$ cat config.mk
export PLATFORM = sky130hd
export DESIGN_NAME = signed_integer_to_radix_symbols_top
export DESIGN_NICKNAME = d
export VERILOG_FILES = /design/src/rtl/core/sirs_pkg.sv /design/src/rtl/core/sirs_ram.sv /design/src/rtl/core/sirs_front.sv /design/src/rtl/core/sirs_queue.sv /design/src/rtl/core/sirs_back.sv /design/src/rtl/core/signed_integer_to_radix_symbols_top.sv
export SDC_FILE = /design/constraint.sdc
export NUM_CORES = 2
export LEC_CHECK = 0
export BUFFER_PORTS_ARGS = -buffer_cell sky130_fd_sc_hd__buf_2
export CORE_ASPECT_RATIO = 1.4
export CORE_MARGIN = 2
export CORE_UTILIZATION = 50
export DETAILED_ROUTE_END_ITERATION = 7
export PLACE_DENSITY_LB_ADDON = 0.12
export SYNTH_ARGS = -nofsm -noshare
export SYNTH_HDL_FRONTEND = slang
export SYNTH_SLANG_ARGS = --single-unit
$ cat constraint.sdc
create_clock -name clk -period 14.9 [get_ports clk]
set_input_delay 1.49 -clock clk [delete_from_list [all_inputs] [get_ports clk]]
set_output_delay 1.49 -clock clk [all_outputs]
set_load 0.03 [all_outputs]
$ cat src/rtl/core/sirs_pkg.sv
// shared constants, types and helpers of the radix symbol converter
`default_nettype none

package sirs_pkg;

    localparam int VALUE_BITS_DEF = 32;
    localparam int MAX_RADIX      = 32;
    localparam int SYMBOL_CAP     = 32;
    localparam int RADIX_LIMIT    = (MAX_RADIX < SYMBOL_CAP) ? MAX_RADIX : SYMBOL_CAP;

    localparam int RADIX_W    = 6;
    localparam int DIGIT_W    = 5;
    localparam int SYM_W      = 8;
    localparam int CFG_W      = 64;
    localparam int CFG_IDX_W  = 3;
    localparam int STEP_BITS  = 8;
    localparam int SYMBOLS_W  = SYMBOL_CAP * SYM_W;

    localparam logic [SYM_W-1:0] SYM_PLUS  = 8'h2B;
    localparam logic [SYM_W-1:0] SYM_MINUS = 8'h2D;
    localparam logic [SYM_W-1:0] SYM_SPACE = 8'h20;
    localparam logic [SYM_W-1:0] SYM_TAB   = 8'h09;
    localparam logic [SYM_W-1:0] SYM_CR    = 8'h0D;
    localparam logic [SYM_W-1:0] SYM_ERROR = 8'h00;

    localparam logic [RADIX_W-1:0] RADIX_RESET   = 6'd10;
    localparam logic [CFG_W-1:0]   SYM_LOW_RESET = 64'h3736353433323130;
    localparam logic [CFG_W-1:0]   SYM_MID_RESET = 64'h0000000000003938;

    typedef enum logic [CFG_IDX_W-1:0] {
        REG_RADIX    = 3'd0,
        REG_SYM_LOW  = 3'd1,
        REG_SYM_MID  = 3'd2,
        REG_SYM_HIGH = 3'd3,
        REG_SYM_TOP  = 3'd4
    } reg_idx_t;

    typedef struct packed {
        logic [RADIX_W-1:0]   radix;
        logic [SYMBOLS_W-1:0] symbols;
    } cfg_t;

    function automatic logic [SYM_W-1:0] symbol_of(
        input logic [SYMBOLS_W-1:0] symbols,
        input logic [DIGIT_W-1:0]   digit
    );
        return symbols[digit * SYM_W +: SYM_W];
    endfunction

endpackage

`default_nettype wire

$ cat src/rtl/core/sirs_ram.sv
// generic single write port ram with registered read
`default_nettype none

module sirs_ram #(
    parameter int WIDTH = 5,
    parameter int DEPTH = 32
) (
    input  wire logic                     clk,
    input  wire logic                     we,
    input  wire logic [$clog2(DEPTH)-1:0] waddr,
    input  wire logic [WIDTH-1:0]         wdata,
    input  wire logic [$clog2(DEPTH)-1:0] raddr,
    output logic      [WIDTH-1:0]         rdata
);

    logic [WIDTH-1:0] mem_reg [DEPTH];

    always_ff @(posedge clk)
    begin
        if (we)
        begin
            mem_reg[waddr] <= wdata;
        end
        rdata <= mem_reg[raddr];
    end

endmodule

`default_nettype wire

$ cat src/rtl/core/sirs_front.sv
// configuration registers, alphabet check and input classification
`default_nettype none

module sirs_front #(
    parameter int VALUE_BITS = sirs_pkg::VALUE_BITS_DEF,
    parameter int IN_W       = ((VALUE_BITS + 7) / 8) * 8,
    parameter int ITEM_W     = VALUE_BITS + 2
) (
    input  wire logic                           clk,
    input  wire logic                           rst_n,
    input  wire logic                           cfg_we,
    input  wire logic [sirs_pkg::CFG_IDX_W-1:0] cfg_index,
    input  wire logic [sirs_pkg::CFG_W-1:0]     cfg_data,
    input  wire logic                           s_tvalid,
    output logic                                s_tready,
    input  wire logic [IN_W-1:0]                s_tdata,
    input  wire logic                           q_full,
    output logic                                q_push,
    output logic [ITEM_W-1:0]                   q_item,
    output sirs_pkg::cfg_t                      cfg
);

    typedef struct packed {
        logic                  bad;
        logic                  neg;
        logic [VALUE_BITS-1:0] mag;
    } item_t;

    sirs_pkg::cfg_t cfg_reg;
    logic                  bad_alpha;
    logic [VALUE_BITS-1:0] value;
    item_t                 item;

    always_ff @(posedge clk or negedge rst_n)
    begin
        if (!rst_n)
        begin
            cfg_reg.radix   <= sirs_pkg::RADIX_RESET;
            cfg_reg.symbols <= {{(2 * sirs_pkg::CFG_W){1'b0}},
                                sirs_pkg::SYM_MID_RESET, sirs_pkg::SYM_LOW_RESET};
        end
        else if (cfg_we)
        begin
            unique case (cfg_index)
                sirs_pkg::REG_RADIX:
                    cfg_reg.radix <= cfg_data[sirs_pkg::RADIX_W-1:0];
                sirs_pkg::REG_SYM_LOW:
                    cfg_reg.symbols[0 * sirs_pkg::CFG_W +: sirs_pkg::CFG_W] <= cfg_data;
                sirs_pkg::REG_SYM_MID:
                    cfg_reg.symbols[1 * sirs_pkg::CFG_W +: sirs_pkg::CFG_W] <= cfg_data;
                sirs_pkg::REG_SYM_HIGH:
                    cfg_reg.symbols[2 * sirs_pkg::CFG_W +: sirs_pkg::CFG_W] <= cfg_data;
                sirs_pkg::REG_SYM_TOP:
                    cfg_reg.symbols[3 * sirs_pkg::CFG_W +: sirs_pkg::CFG_W] <= cfg_data;
                default:
                begin
                end
            endcase
        end
    end

    // the radix must lie in 2..32, and every symbol in use must not be NUL, whitespace or a sign, and must be unique
    always_comb
    begin
        logic [sirs_pkg::SYM_W-1:0] ci;
        logic [sirs_pkg::SYM_W-1:0] cj;
        logic                       sym_bad;
        bad_alpha = (cfg_reg.radix < sirs_pkg::RADIX_W'(2))
                 || (cfg_reg.radix > sirs_pkg::RADIX_W'(sirs_pkg::RADIX_LIMIT));
        for (int i = 0; i < sirs_pkg::SYMBOL_CAP; i++)
        begin
            ci = cfg_reg.symbols[i * sirs_pkg::SYM_W +: sirs_pkg::SYM_W];
            sym_bad = (ci == sirs_pkg::SYM_ERROR) || (ci == sirs_pkg::SYM_PLUS)
                   || (ci == sirs_pkg::SYM_MINUS) || (ci == sirs_pkg::SYM_SPACE)
                   || ((ci >= sirs_pkg::SYM_TAB) && (ci <= sirs_pkg::SYM_CR));
            for (int j = 0; j < i; j++)
            begin
                cj = cfg_reg.symbols[j * sirs_pkg::SYM_W +: sirs_pkg::SYM_W];
                if (cj == ci)
                begin
                    sym_bad = 1'b1;
                end
            end
            if (sym_bad && (sirs_pkg::RADIX_W'(i) < cfg_reg.radix))
            begin
                bad_alpha = 1'b1;
            end
        end
    end

    assign value    = s_tdata[VALUE_BITS-1:0];
    assign item.bad = bad_alpha;
    assign item.neg = value[VALUE_BITS-1];
    assign item.mag = value[VALUE_BITS-1] ? (~value + {{(VALUE_BITS-1){1'b0}}, 1'b1})
                                          : value;

    assign s_tready = !q_full;
    assign q_push   = s_tvalid && !q_full;
    assign q_item   = item;
    assign cfg      = cfg_reg;

endmodule

`default_nettype wire

$ cat src/rtl/core/sirs_queue.sv
// two entry queue between the classifier and the converter
`default_nettype none

module sirs_queue #(
    parameter int WIDTH = 34
) (
    input  wire logic             clk,
    input  wire logic             rst_n,
    input  wire logic             push,
    input  wire logic [WIDTH-1:0] push_data,
    output logic                  full,
    input  wire logic             pop,
    output logic                  not_empty,
    output logic [WIDTH-1:0]      head
);

    localparam int DEPTH = 2;

    logic [WIDTH-1:0] entry_reg [DEPTH];
    logic             wr_ptr_reg;
    logic             rd_ptr_reg;
    logic [1:0]       count_reg;

    always_ff @(posedge clk)
    begin
        if (push)
        begin
            entry_reg[wr_ptr_reg] <= push_data;
        end
    end

    always_ff @(posedge clk or negedge rst_n)
    begin
        if (!rst_n)
        begin
            wr_ptr_reg <= 1'b0;
            rd_ptr_reg <= 1'b0;
            count_reg  <= 2'd0;
        end
        else
        begin
            if (push)
            begin
                wr_ptr_reg <= !wr_ptr_reg;
            end
            if (pop)
            begin
                rd_ptr_reg <= !rd_ptr_reg;
            end
            count_reg <= count_reg + {1'b0, push} - {1'b0, pop};
        end
    end

    assign full      = (count_reg == 2'(DEPTH));
    assign not_empty = (count_reg != 2'd0);
    assign head      = entry_reg[rd_ptr_reg];

endmodule

`default_nettype wire

$ cat src/rtl/core/sirs_back.sv
// digit generation by long division and most significant first emission
`default_nettype none

module sirs_back #(
    parameter int VALUE_BITS = sirs_pkg::VALUE_BITS_DEF,
    parameter int ITEM_W     = VALUE_BITS + 2
) (
    input  wire logic                         clk,
    input  wire logic                         rst_n,
    input  wire sirs_pkg::cfg_t               cfg,
    input  wire logic                         q_valid,
    input  wire logic [ITEM_W-1:0]            q_item,
    output logic                              q_pop,
    output logic                              m_tvalid,
    input  wire logic                         m_tready,
    output logic [sirs_pkg::SYM_W-1:0]        m_tdata,
    output logic                              m_tlast,
    output logic                              m_tuser
);

    localparam int STEPS    = (VALUE_BITS + sirs_pkg::STEP_BITS - 1) / sirs_pkg::STEP_BITS;
    localparam int PAD_BITS = STEPS * sirs_pkg::STEP_BITS;
    localparam int SW       = (STEPS > 1) ? $clog2(STEPS) : 1;
    localparam int AW       = $clog2(VALUE_BITS);

    typedef struct packed {
        logic                  bad;
        logic                  neg;
        logic [VALUE_BITS-1:0] mag;
    } item_t;

    typedef enum logic [2:0] {
        ST_IDLE,
        ST_ERR,
        ST_SIGN,
        ST_DIV,
        ST_READ,
        ST_EMIT
    } state_t;

    state_t                          state_reg;
    item_t                           item;
    logic [PAD_BITS-1:0]             quo_reg;
    logic [sirs_pkg::DIGIT_W-1:0]    rem_reg;
    logic [SW-1:0]                   step_reg;
    logic [AW-1:0]                   dig_reg;
    logic [AW-1:0]                   addr_reg;
    logic                            out_valid_reg;
    logic [sirs_pkg::SYM_W-1:0]      out_sym_reg;
    logic                            out_last_reg;
    logic                            out_user_reg;

    logic [PAD_BITS-1:0]             quo_next;
    logic [sirs_pkg::DIGIT_W-1:0]    rem_next;
    logic                            last_step;
    logic                            out_free;
    logic                            out_load;
    logic                            ram_we;
    logic [sirs_pkg::DIGIT_W-1:0]    ram_rdata;

    assign item = q_item;

    // eight restoring division steps per cycle
    always_comb
    begin
        logic [sirs_pkg::DIGIT_W:0] rr;
        quo_next = quo_reg;
        rem_next = rem_reg;
        for (int k = 0; k < sirs_pkg::STEP_BITS; k++)
        begin
            rr = {rem_next, quo_next[PAD_BITS-1]};
            if (rr >= cfg.radix)
            begin
                quo_next = {quo_next[PAD_BITS-2:0], 1'b1};
                rem_next = sirs_pkg::DIGIT_W'(rr - cfg.radix);
            end
            else
            begin
                quo_next = {quo_next[PAD_BITS-2:0], 1'b0};
                rem_next = rr[sirs_pkg::DIGIT_W-1:0];
            end
        end
    end

    assign last_step = (step_reg == SW'(STEPS - 1));
    assign out_free  = !out_valid_reg || m_tready;
    assign out_load  = out_free && ((state_reg == ST_ERR) || (state_reg == ST_SIGN)
                                    || (state_reg == ST_EMIT));
    assign ram_we    = (state_reg == ST_DIV) && last_step;
    assign q_pop     = (state_reg == ST_IDLE) && q_valid;

    sirs_ram #(
        .WIDTH (sirs_pkg::DIGIT_W),
        .DEPTH (VALUE_BITS)
    ) u_digits (
        .clk   (clk),
        .we    (ram_we),
        .waddr (dig_reg),
        .wdata (rem_next),
        .raddr (addr_reg),
        .rdata (ram_rdata)
    );

    always_ff @(posedge clk or negedge rst_n)
    begin
        if (!rst_n)
        begin
            state_reg     <= ST_IDLE;
            quo_reg       <= '0;
            rem_reg       <= '0;
            step_reg      <= '0;
            dig_reg       <= '0;
            addr_reg      <= '0;
            out_valid_reg <= 1'b0;
            out_sym_reg   <= '0;
            out_last_reg  <= 1'b0;
            out_user_reg  <= 1'b0;
        end
        else
        begin
            if (out_load)
            begin
                out_valid_reg <= 1'b1;
            end
            else if (out_valid_reg && m_tready)
            begin
                out_valid_reg <= 1'b0;
            end
            unique case (state_reg)
                ST_IDLE:
                begin
                    if (q_valid)
                    begin
                        quo_reg  <= PAD_BITS'(item.mag);
                        rem_reg  <= '0;
                        step_reg <= '0;
                        dig_reg  <= '0;
                        if (item.bad)
                        begin
                            state_reg <= ST_ERR;
                        end
                        else if (item.neg)
                        begin
                            state_reg <= ST_SIGN;
                        end
                        else
                        begin
                            state_reg <= ST_DIV;
                        end
                    end
                end
                ST_ERR:
                begin
                    if (out_free)
                    begin
                        out_sym_reg   <= sirs_pkg::SYM_ERROR;
                        out_last_reg  <= 1'b1;
                        out_user_reg  <= 1'b1;
                        state_reg     <= ST_IDLE;
                    end
                end
                ST_SIGN:
                begin
                    if (out_free)
                    begin
                        out_sym_reg   <= sirs_pkg::SYM_MINUS;
                        out_last_reg  <= 1'b0;
                        out_user_reg  <= 1'b0;
                        state_reg     <= ST_DIV;
                    end
                end
                ST_DIV:
                begin
                    if (last_step)
                    begin
                        quo_reg  <= quo_next;
                        rem_reg  <= '0;
                        step_reg <= '0;
                        dig_reg  <= dig_reg + AW'(1);
                        if ((quo_next == '0) || (dig_reg == AW'(VALUE_BITS - 1)))
                        begin
                            addr_reg  <= dig_reg;
                            state_reg <= ST_READ;
                        end
                    end
                    else
                    begin
                        quo_reg  <= quo_next;
                        rem_reg  <= rem_next;
                        step_reg <= step_reg + SW'(1);
                    end
                end
                ST_READ:
                begin
                    state_reg <= ST_EMIT;
                end
                ST_EMIT:
                begin
                    if (out_free)
                    begin
                        out_sym_reg   <= sirs_pkg::symbol_of(cfg.symbols, ram_rdata);
                        out_last_reg  <= (addr_reg == '0);
                        out_user_reg  <= 1'b0;
                        if (addr_reg == '0)
                        begin
                            state_reg <= ST_IDLE;
                        end
                        else
                        begin
                            addr_reg  <= addr_reg - AW'(1);
                            state_reg <= ST_READ;
                        end
                    end
                end
                default:
                begin
                    state_reg <= ST_IDLE;
                end
            endcase
        end
    end

    assign m_tvalid = out_valid_reg;
    assign m_tdata  = out_sym_reg;
    assign m_tlast  = out_last_reg;
    assign m_tuser  = out_user_reg;

endmodule

`default_nettype wire

$ cat src/rtl/core/signed_integer_to_radix_symbols_top.sv
// top level of the signed integer to radix symbol converter
`default_nettype none

// Converts each signed VALUE_BITS-bit input into its symbols in the configured radix,
// most significant first, with a leading '-' for negative values and tlast on the final
// symbol. A radix outside 2..32 or an alphabet with a NUL, '+', '-', whitespace or
// repeated symbol among the digits in use gives one transaction with tdata 0, tuser 1
// and tlast 1. The input side classifies items and queues up to two of them, so it keeps
// accepting while a conversion runs, until the queue is full. The converter pops an item,
// emits a leading '-' when it is negative, then for each digit runs the long-division
// unit (eight quotient bits per cycle) over the whole quotient and writes the remainder
// to the digit memory; it then reads the digits back, most significant first, and emits
// them. Stalls on the output hold the emission of symbols. The digit memory needs no
// clearing after reset.
module signed_integer_to_radix_symbols_top #(
    parameter int VALUE_BITS = sirs_pkg::VALUE_BITS_DEF
) (
    input  wire logic                              clk,
    input  wire logic                              rst_n,
    input  wire logic                              cfg_we,
    input  wire logic [sirs_pkg::CFG_IDX_W-1:0]    cfg_index,
    input  wire logic [sirs_pkg::CFG_W-1:0]        cfg_data,
    input  wire logic                              s_tvalid,
    output logic                                   s_tready,
    input  wire logic [((VALUE_BITS+7)/8)*8-1:0]   s_tdata,   // value
    output logic                                   m_tvalid,
    input  wire logic                              m_tready,
    output logic [sirs_pkg::SYM_W-1:0]             m_tdata,   // symbol
    output logic                                   m_tlast,
    output logic                                   m_tuser    // bad_alphabet
);

    localparam int IN_W   = ((VALUE_BITS + 7) / 8) * 8;
    localparam int ITEM_W = VALUE_BITS + 2;

    sirs_pkg::cfg_t    cfg;
    logic              q_push;
    logic              q_full;
    logic              q_pop;
    logic              q_valid;
    logic [ITEM_W-1:0] q_in;
    logic [ITEM_W-1:0] q_head;

    sirs_front #(
        .VALUE_BITS (VALUE_BITS),
        .IN_W       (IN_W),
        .ITEM_W     (ITEM_W)
    ) u_front (
        .clk       (clk),
        .rst_n     (rst_n),
        .cfg_we    (cfg_we),
        .cfg_index (cfg_index),
        .cfg_data  (cfg_data),
        .s_tvalid  (s_tvalid),
        .s_tready  (s_tready),
        .s_tdata   (s_tdata),
        .q_full    (q_full),
        .q_push    (q_push),
        .q_item    (q_in),
        .cfg       (cfg)
    );

    sirs_queue #(
        .WIDTH (ITEM_W)
    ) u_queue (
        .clk       (clk),
        .rst_n     (rst_n),
        .push      (q_push),
        .push_data (q_in),
        .full      (q_full),
        .pop       (q_pop),
        .not_empty (q_valid),
        .head      (q_head)
    );

    sirs_back #(
        .VALUE_BITS (VALUE_BITS),
        .ITEM_W     (ITEM_W)
    ) u_back (
        .clk      (clk),
        .rst_n    (rst_n),
        .cfg      (cfg),
        .q_valid  (q_valid),
        .q_item   (q_head),
        .q_pop    (q_pop),
        .m_tvalid (m_tvalid),
        .m_tready (m_tready),
        .m_tdata  (m_tdata),
        .m_tlast  (m_tlast),
        .m_tuser  (m_tuser)
    );

    // an error transaction is a single, final one with a zero symbol
    a_error_is_last: assert property (@(posedge clk) disable iff (!rst_n)
        (m_tvalid && m_tuser) |-> (m_tlast && (m_tdata == sirs_pkg::SYM_ERROR)))
        else $error("error transaction not final or nonzero");

    // the sign never ends a value
    a_sign_not_last: assert property (@(posedge clk) disable iff (!rst_n)
        (m_tvalid && !m_tuser && (m_tdata == sirs_pkg::SYM_MINUS)) |-> !m_tlast)
        else $error("sign symbol marked last");

    // the queue is only popped when it holds an item
    a_pop_nonempty: assert property (@(posedge clk) disable iff (!rst_n)
        q_pop |-> q_valid)
        else $error("pop from empty queue");

endmodule

`default_nettype wire
==> impl_metrics.env <==
export IMPL_status="finished, violations left"
export IMPL_violations="DRC, capacitance limit, slew limit"
export IMPL_routed_wl_um=417000
export IMPL_layout_nets=8271
export IMPL_via_count=74900
export IMPL_cts_buffers=67
export IMPL_final_core_util_pct=52.5
export IMPL_maxClockFrequency_mhz=71.5
export IMPL_relSlewSlack_pct=-7.99
export IMPL_rsz0062_at_grt="no"
export IMPL_initialDrtViolationCount=13300
export IMPL_synthFlopType="dfrtp_1"
export IMPL_hpwl_um=248000
export IMPL_grt_pass1_vias=70000
export IMPL_num_io_pins=116
export IMPL_htree_levels=3
export IMPL_max_slew_worst_pin_slew_ps=1600
export IMPL_netlist_area_um2=76800
export IMPL_clock_latency_ps=780
export IMPL_worst_hold_path_type="register to register"
export IMPL_min_period_ps=13990
export IMPL_ant_nets=0
export IMPL_synth_nets=8833
export IMPL_start_util_pct=50.2
export IMPL_synthArstFlopShare_pct=58.5
export IMPL_cts_hold_buffers=0
export IMPL_drt_pass1_iterations=8
export IMPL_post_drt_wl_per_cell_um=41.0
export IMPL_syn_area_per_cell_um2=8.87
export IMPL_cts_sinks=562
export IMPL_setup_worst_path_start_class="register"
export IMPL_synthCells=8663
export IMPL_end_kind="register"
export IMPL_final_layout_size_suffix_gt1_share_pct=15.9
export IMPL_cts_tree="yes"
export IMPL_nFillCells=14100
export IMPL_cts_buffer_depth=3
export IMPL_grt_pass1_wl_um=575000
export IMPL_via_per_inst=7.36
export IMPL_slowest_delay_ps=550
export IMPL_die_w_um=335
export IMPL_syn2layout_area_growth_pct=4.43
export IMPL_antenna_found_initial=52
export IMPL_ys_ff_latch=562
export IMPL_grt_overflow=0
export IMPL_critPathKind="register to register"
export IMPL_track_usage_pct=52.4
export IMPL_required_ps=15540
export IMPL_globalplace_congestion=1.11
export IMPL_row_count=170
export IMPL_most_common_layout_cells="xnor2_1, xor2_1, nand4_1, nor4_1, buf_4"
export IMPL_cap_violations=5
export IMPL_synth_distinct_cells=73
export IMPL_io_buffer_count=115
export IMPL_finalSetupTns_ps=0
export IMPL_whs_ps=489
export IMPL_finalHoldViolations=0
export IMPL_drc_errors=28
export IMPL_period_share_pct=93.9
export IMPL_finalSetupViolations=0
export IMPL_synth_enable_flop_cells=228
export IMPL_finalMaxSlewViolations=16
export IMPL_synth_warnings=0
export IMPL_clk_pin_slew_worst_paths_ps=70
export IMPL_worstPathMaxFanout=11
export IMPL_grt_max_degree=80
export IMPL_die_area_um2=157000
export IMPL_cp_arrival_ps=14630
export IMPL_die_h_um=468
export IMPL_core_um2=153000
export IMPL_ys_seq_area_share_pct=19.8
export IMPL_slowest_stage="or4_1"
export IMPL_cts_root_buffer="clkbuf_16"
export IMPL_final_common_cell="xnor2_1"
export IMPL_largest_register_ffs=262
export IMPL_finClkSkew_ps=53.2
[metal layers]
| metal | vias to the layer above | wire, um | track usage, % |
|---|---|---|---|
| met3 | 3154 | 67300 | 30.1 |
| met1 | 36200 | 133000 | 55.7 |
| met4 | 57 | 52000 | 49.0 |
| li1 | 28100 | - | - |
| met5 | - | 1410 | 6.48 |
| met2 | 7336 | 162000 | 71.5 |
[cells by family (layout without fill, tap and decap cells)]
group	after synthesis	count (layout)	share of synthesized area, %
multiplexers	454	454	7.99
adder cells (fa/ha/maj)	66	66	1.15
XOR/XNOR	4054	4054	46.2
AO/OA/AOI/OAI	513	513	4.46
AND/OR/NAND/NOR	1837	1837	13.1
buffers and inverters	1177	670	7.31
flip-flops	562	562	19.8
other	0	35	0
[cell type report]
type	instances	area, um2	share of cell area, %
multi-input combinational	6924	56200	70.1
timing repair buffer	491	3410	4.25
tap	1978	2470	3.08
antenna	35	87.6	0.109
clock buffer	86	1850	2.31
sequential	562	15500	19.3
clock inverter	38	449	0.560
inverter	55	206	0.257
[critical path: cells and delay by family (launching register included)]
family	cells	cell delay (ps)
fa+ha+maj	8	2720
flops	1	530
buf+inv	3	440
compound gates	33	6450
simple gates	16	2900
mux	3	860
[stage by stage]
stage	worst slack, ps	cell area [um2]	std cells
5_1_grt	31.2	80200	10100
4_1_cts	102	80000	10100
3_3_place_gp	-330	77700	10000
3_5_place_dp	-76.8	77700	10000
6_report	910	80200	10200
2_1_floorplan	259	76800	8663
[path summary, 6_finish.rpt]
check                                               from                        endpoint  slack (ps)  cells past startpoint
min reg2reg                u_back.m_tdata[4]$_DFFE_PN0P_   u_back.m_tdata[4]$_DFFE_PN0P_         490                      2
min                        u_back.m_tdata[4]$_DFFE_PN0P_   u_back.m_tdata[4]$_DFFE_PN0P_         490                      2
min in group asynchronous                          rst_n  u_back.quo_reg[20]$_DFFE_PN0P_         760                      1
max in group asynchronous                          rst_n     u_front.cfg[47]$_DFFE_PN0P_       11220                      4
max                         u_front.cfg[257]$_DFFE_PN1P_  u_back.addr_reg[0]$_DFFE_PN0P_         910                     63
max reg2reg                 u_front.cfg[257]$_DFFE_PN1P_  u_back.addr_reg[0]$_DFFE_PN0P_         910                     63
[repair_timing]
action / CTS / global route
setup endpoints to repair: 42 / 174
pin swaps: 0 / 4
resized for setup: 2 / 29
setup buffers: 0 / 2
hold endpoints to repair: 0 / 0
[cells in the mapped netlist, types with 7 or more instances]
library cell  number  area [um2]
mux4_2           100        2250
inv_1             53         199
o221ai_1          22         193
buf_4             48         360
buf_1            129         484
o22ai_1           25         156
mux2i_1           78         781
a21oi_1          146         731
xnor2_1         2175       19000
clkbuf_1         149         559
fa_1               8         160
a22o_1            33         289
nand2b_1          36         225
nand4_1          570        3570
nor2_1           336        1260
o21ai_0          111         556
a211oi_1           8        60.1
nand3_1           18        90.1
a2111oi_0         30         263
nor4_1           544        3400
buf_2            793        3970
o31ai_1           17         128
xor2_1          1879       16500
o41ai_1            9        78.8
nor2b_1           16         100
nor3_1            24         120
mux2_2           276        3110
nand2_1          241         905
a21o_1            21         158
a31oi_1            7        43.8
o221a_2           16         180
or4_1             16         120
and3_1             7        43.8
o2111ai_1         24         210
dfstp_2           37         972
ha_1              58         726
edfxtp_1         228        6850
dfrtp_1          292        7310
Power is left out: the tool's default activity adds up to more than one toggle a clock period on the data nets, which glitch-free logic cannot reach.
